**config.mk**
```make
export PLATFORM = sky130hd
export DESIGN_NAME = pms_cell
export DESIGN_NICKNAME = d
export VERILOG_FILES = /design/src/hdl/pms_pkg.sv /design/src/hdl/pms_cell.sv
export SDC_FILE = /design/constraint.sdc
export NUM_CORES = 1
export LEC_CHECK = 0
export BUFFER_PORTS_ARGS = -buffer_cell sky130_fd_sc_hd__buf_2
export CORE_MARGIN = 5
export CORE_UTILIZATION = 50
export CTS_BUF_LIST = sky130_fd_sc_hd__clkbuf_16
export CTS_CLUSTER_SIZE = 14
export DETAILED_ROUTE_END_ITERATION = 10
export GPL_ROUTABILITY_DRIVEN = 0
export PLACE_DENSITY = 0.79
export SLEW_MARGIN = 25
export SYNTH_ARGS = -nofsm -noshare
export SYNTH_HDL_FRONTEND = slang
export SYNTH_SLANG_ARGS = --single-unit
```
**constraint.sdc**
```tcl
create_clock -name clk -period 3.7 [get_ports clk]
set_clock_uncertainty 0.05 [all_clocks]
set_input_delay 0.74 -clock clk [delete_from_list [all_inputs] [get_ports clk]]
set_output_delay 0.74 -clock clk [all_outputs]
set_load 0.03 [all_outputs]
```
**src/hdl/pms_pkg.sv**
```systemverilog
// Shared types and constants of the minimum spanning tree engine.
package pms_pkg;

  localparam int VERTICES_DEF    = 16;
  localparam int WEIGHT_BITS_DEF = 16;

  localparam logic OP_WRITE   = 1'b0;
  localparam logic OP_COMPUTE = 1'b1;

  typedef enum logic [2:0] {
    ST_CLEAR,
    ST_IDLE,
    ST_REDUCE,
    ST_LOAD,
    ST_UPDATE,
    ST_SEARCH,
    ST_EMIT
  } state_t;

  typedef struct packed {
    logic shift;
    logic update;
    logic init;
  } cell_ctrl_t;

endpackage

```
**src/hdl/pms_cell.sv**
```systemverilog
// One vertex cell: row weight shift stage, best edge state and candidate compare stage.
module pms_cell #(
  parameter int VERTICES    = 16,
  parameter int WEIGHT_BITS = 16,
  parameter int IDX         = 0
) (
  input  logic                            clk,
  input  pms_pkg::cell_ctrl_t             ctrl,
  input  logic [$clog2(VERTICES)-1:0]     k,
  input  logic [WEIGHT_BITS-1:0]          w_in,
  output logic [WEIGHT_BITS-1:0]          w_out,
  input  logic                            cin_vld,
  input  logic [WEIGHT_BITS-1:0]          cin_cost,
  input  logic [$clog2(VERTICES)-1:0]     cin_idx,
  input  logic [$clog2(VERTICES)-1:0]     cin_par,
  output logic                            cout_vld,
  output logic [WEIGHT_BITS-1:0]          cout_cost,
  output logic [$clog2(VERTICES)-1:0]     cout_idx,
  output logic [$clog2(VERTICES)-1:0]     cout_par
);
  import pms_pkg::*;

  localparam int VB = $clog2(VERTICES);
  localparam logic [VB-1:0] MY_IDX = VB'(IDX);
  localparam logic [WEIGHT_BITS-1:0] NO_EDGE = '1;

  logic [WEIGHT_BITS-1:0] w;
  logic [WEIGHT_BITS-1:0] best;
  logic [VB-1:0]          par;
  logic                   intree;
  logic                   own_vld;
  logic                   take_own;
  logic                   is_k;

  assign w_out    = w;
  assign is_k     = (k == MY_IDX);
  assign own_vld  = !intree && (best < NO_EDGE);
  assign take_own = own_vld && (!cin_vld || (best < cin_cost));

  always_ff @(posedge clk) begin
    if (ctrl.shift) begin
      w <= w_in;
    end
    if (ctrl.update) begin
      if (ctrl.init) begin
        best   <= w;
        par    <= k;
        intree <= is_k;
      end else begin
        if (!intree && !is_k && (w < best)) begin
          best <= w;
          par  <= k;
        end
        intree <= intree | is_k;
      end
    end
    if (take_own) begin
      cout_vld  <= 1'b1;
      cout_cost <= best;
      cout_idx  <= MY_IDX;
      cout_par  <= par;
    end else begin
      cout_vld  <= cin_vld;
      cout_cost <= cin_cost;
      cout_idx  <= cin_idx;
      cout_par  <= cin_par;
    end
  end

endmodule
```
==> summary by stage <==
Detailed routing
For this run, design rule violations remaining after detail routing come to 0. Dividing the detail-routed via count by the number of cells gives a little under 5. Dividing the detail-routed wire length by the instance count gives 15.3 um. The final routed wirelength across all metal layers is between 5 and 6 mm. Across all layers, the routed design uses 1,887 vias. In this run, the number of DRC markers left after iteration 0 of detailed routing was 64. Once detail routing completed, the nets flagged for antenna violations numbered 0. For this run, the detailed router's first-pass iteration total came to 4.

Synth
Summed over its instances, the top area cell type makes up between 40% and 50% of the synthesized netlist area. The post-synthesis cell type with the largest combined area is edfxtp_1. The gate count after technology mapping is roughly 200. For this run, asynchronously set or reset flops after synthesis account for 0%. The cell area that synthesis handed to floorplanning was around 2700 um^2.

After synthesis the netlist holds a flip-flop and latch count of between 60 and 70. When the netlist entered floorplanning its net count stood at 283. The count of unique library cells instantiated by Yosys is 31. For this run, the register share of the synthesized area comes to slightly below 60%.

The flip-flop cell with the highest count after synthesis is edfxtp_1. Counting flops with a built-in enable in the synthesized netlist gives 37. Dividing the synthesized area by the synthesized cell count gives around 13 um^2.

Sorting the synthesized cells by area gives the leading types as edfxtp_1, dfxtp_1, ha_1. Yosys printed 0 warnings.

Clock network
The count of cells resized by post-cts repair is 0. Clock-pin slew was measured on the worst setup and hold paths at around 50 ps. CTS built an H-tree with a depth of 3. The cell sitting at the root of the clock tree is a clkbuf_16. The insertion delay of the later-clocked pin in the worst-skew pair is approximately 320 ps. Post-CTS timing repair inserted 0 buffers for setup.

The number of buffers inserted during clock tree synthesis is 9. The CTS sink count is between 60 and 70. The clock tree from TritonCTS is done. No sink is reached through more buffers than the 2 on the longest clock path. The number of hold buffers added after CTS was 0.

Floorplan
The width of the die is between 80 and 90 um. The floorplan has 26 rows. The core region is approximately 5200 um^2.

The I/O pin total is 90. The die covers roughly 7000 um^2. From bottom edge to top edge, the die measures approximately 84 um. The initial utilization of the core area, before any placement, comes to between 50% and 60%.

Setup path
The capture point of the worst reg-to-reg path is cout_par[2]. The largest delay contributor family on the critical path is compound AO/OA/AOI/OAI gates. The type of the worst setup path is in2reg. The worst register-to-register path begins at best[11].

Along the worst path, the maximum fanout reaches 16. The critical path goes through buf_2, inv_1, ha_1, a21oi_1, o21ai_0, a221o_1, a221oi_4, buf_4, mux2_1. The delay of the slowest critical-path stage is 370 ps.

The length in cells of the worst reg-to-reg path is 7. The largest individual stage delay along the critical path comes from the cell a221o_1. The type of destination of the critical path is a flop. The worst setup path is launched from an input pin. The data arrival time of the critical path is 2760 ps. The count of buffer and inverter cells on the critical path is 3. The required time of the critical path is 3860 ps.

The register-to-register setup slack is 1210 ps.

Timing
Once routing completed, OpenROAD measured the worst setup slack at 1100 ps. At the pin with the least slew margin, the transition time is 428 ps. The normalized max-slew margin is 71.2%. The part of the cycle the worst path needs is a little over two thirds. The number of max-slew violations in the final report is 0.

Setup repair after global routing left no endpoint under its margin. The clock period minus final worst setup slack is 2600 ps. The number of hold violations in the final report is 0. The post-route setup TNS is 0 ps. Based on the critical path, the design can be clocked at up to between 0.3 and 0.4 GHz. The number of failing setup endpoints in the final timing report is 0.

Global routing
The global router's overall resource usage is 17.8%. The wire length of the first global-routing pass is between 9 and 10 mm. For this run the aggregate overflow at the end of global routing stands at 0. The number of antenna violations at the first check in global routing is 0. The number of global-route vias before repair is slightly above 2,000. The maximum number of pins on one net before global-route repair is 21.

Pwr
For this design the static power due to leakage is 1.73 nW. The maximum VDD drop is around 340 uV. The power density over the cells is between 500 and 600 nW/um^2.

Outcome
The flow ran to the end, and the final reports show no timing, DRC or antenna violations.

Finish
Leaving out fill and tap cells, the most frequent cells in the layout are buf_2, edfxtp_1, inv_1. The net count of the finished layout is 384. 0 antenna diodes ended up in the layout. In the final layout, the multi-input gates occupy 956 um^2. The sequential cell area is around 1600 um^2. The post-route netlist has between 30% and 40% of its cells at a drive strength greater than 1.

From synthesis to final layout, the design area changed by 31.6%. Leaving out fill and tap cells, the most frequent cell in the layout is buf_2. The layout has 407 filler cells.

Job
The tool flagged a number of max-cap violations equal to 0.

Place
The detailed placement HPWL is about 4.5 mm. The count of input and output buffers is 89. The worst slack at placement is ~760 ps.

Hold path
The path class of the tightest hold or removal check is reg2reg. The instance count along the most critical hold path is 1. The start point of the worst hold path is par[3]. The sink of the worst hold path is cout_par[3].
==> cells by family after synthesis <==
family          count (synthesis)  synth area share (%)
compound gates                 28                  7.48
fa+ha+maj                      30                  13.9
buf+inv                        35                  5.40
flops                          62                  59.5
mux                            20                  7.76
simple gates                   29                  6.05
==> Yosys cell counts (4+ instances only) <==
cell / instances
nand2_1: 5
inv_1: 33
mux2i_1: 15
ha_1: 30
nand4_1: 5
edfxtp_1: 37
dfxtp_1: 25
a21oi_1: 11
o21ai_0: 5
mux2_1: 4
nor2b_1: 4
==> how the worst max path moves through the flow <==
| stage | from | slack, ps | end | depth (start not counted) |
|---|---|---|---|---|
| finish | cin_cost[11] | 1100 | cout_par[2] | 9 |
| global route | cin_cost[11] | 940 | cout_par[0] | 9 |
| CTS | cin_cost[11] | 1090 | cout_par[2] | 9 |
| detailed placement | cin_cost[11] | 760 | cout_par[2] | 9 |
| global placement | cin_cost[11] | 820 | cout_par[0] | 9 |
| floorplan | w_out[6] | 750 | best[0] | 6 |
==> layout make-up <==
class	instances	share of cell area, %
clock buffer	11	7.72
clock inverter	5	1.26
inverter	33	3.47
multi-input combinational	107	26.8
sequential	62	45.2
tap	70	2.46
timing repair buffer	92	13.1
==> sequential cells by signal, summed over array words and instances (netlist names) <==
| register | count |
|---|---|
| best | 16 |
| cout_cost | 16 |
| w_out | 16 |
| cout_idx | 4 |
| cout_par | 4 |
| par | 4 |
| cout_vld | 1 |
| intree | 1 |
==> stage by stage <==
stage / instances / total power [W] / utilization [%] / hold slack, ps / cell area, um^2
after floorplan: 204 / 0.00106 / - / 382 / 2710
after global placement: 364 / 0.00116 / 62.8 / 396 / 3250
after detailed placement: 364 / 0.00117 / 62.8 / 406 / 3250
after CTS: 380 / 0.00205 / 69.0 / 418 / 3570
after global routing: 380 / 0.00212 / 69.0 / 433 / 3570
final: 380 / 0.00203 / 69.0 / 415 / 3570
==> layer usage <==
layer | up-vias | GRT usage [%] | wire, um
met2 | 64 | 29.3 | 2820
met1 | 876 | 19.3 | 2380
met4 | 0 | 10.5 | 119
li1 | 937 | - | -
met5 | - | 0 | 0
met3 | 10 | 6.81 | 490
==> report_power, final <==
part	internal (W)	leakage (nW)	switching [W]	total, W
sequential	0.000803	0.568	0.0000302	0.000833
combinational	0.000120	0.997	0.000207	0.000327
clock	0.000592	0.163	0.000275	0.000867
total	0.00152	1.73	0.000512	0.00203
Power figures use the tool's default switching activity.
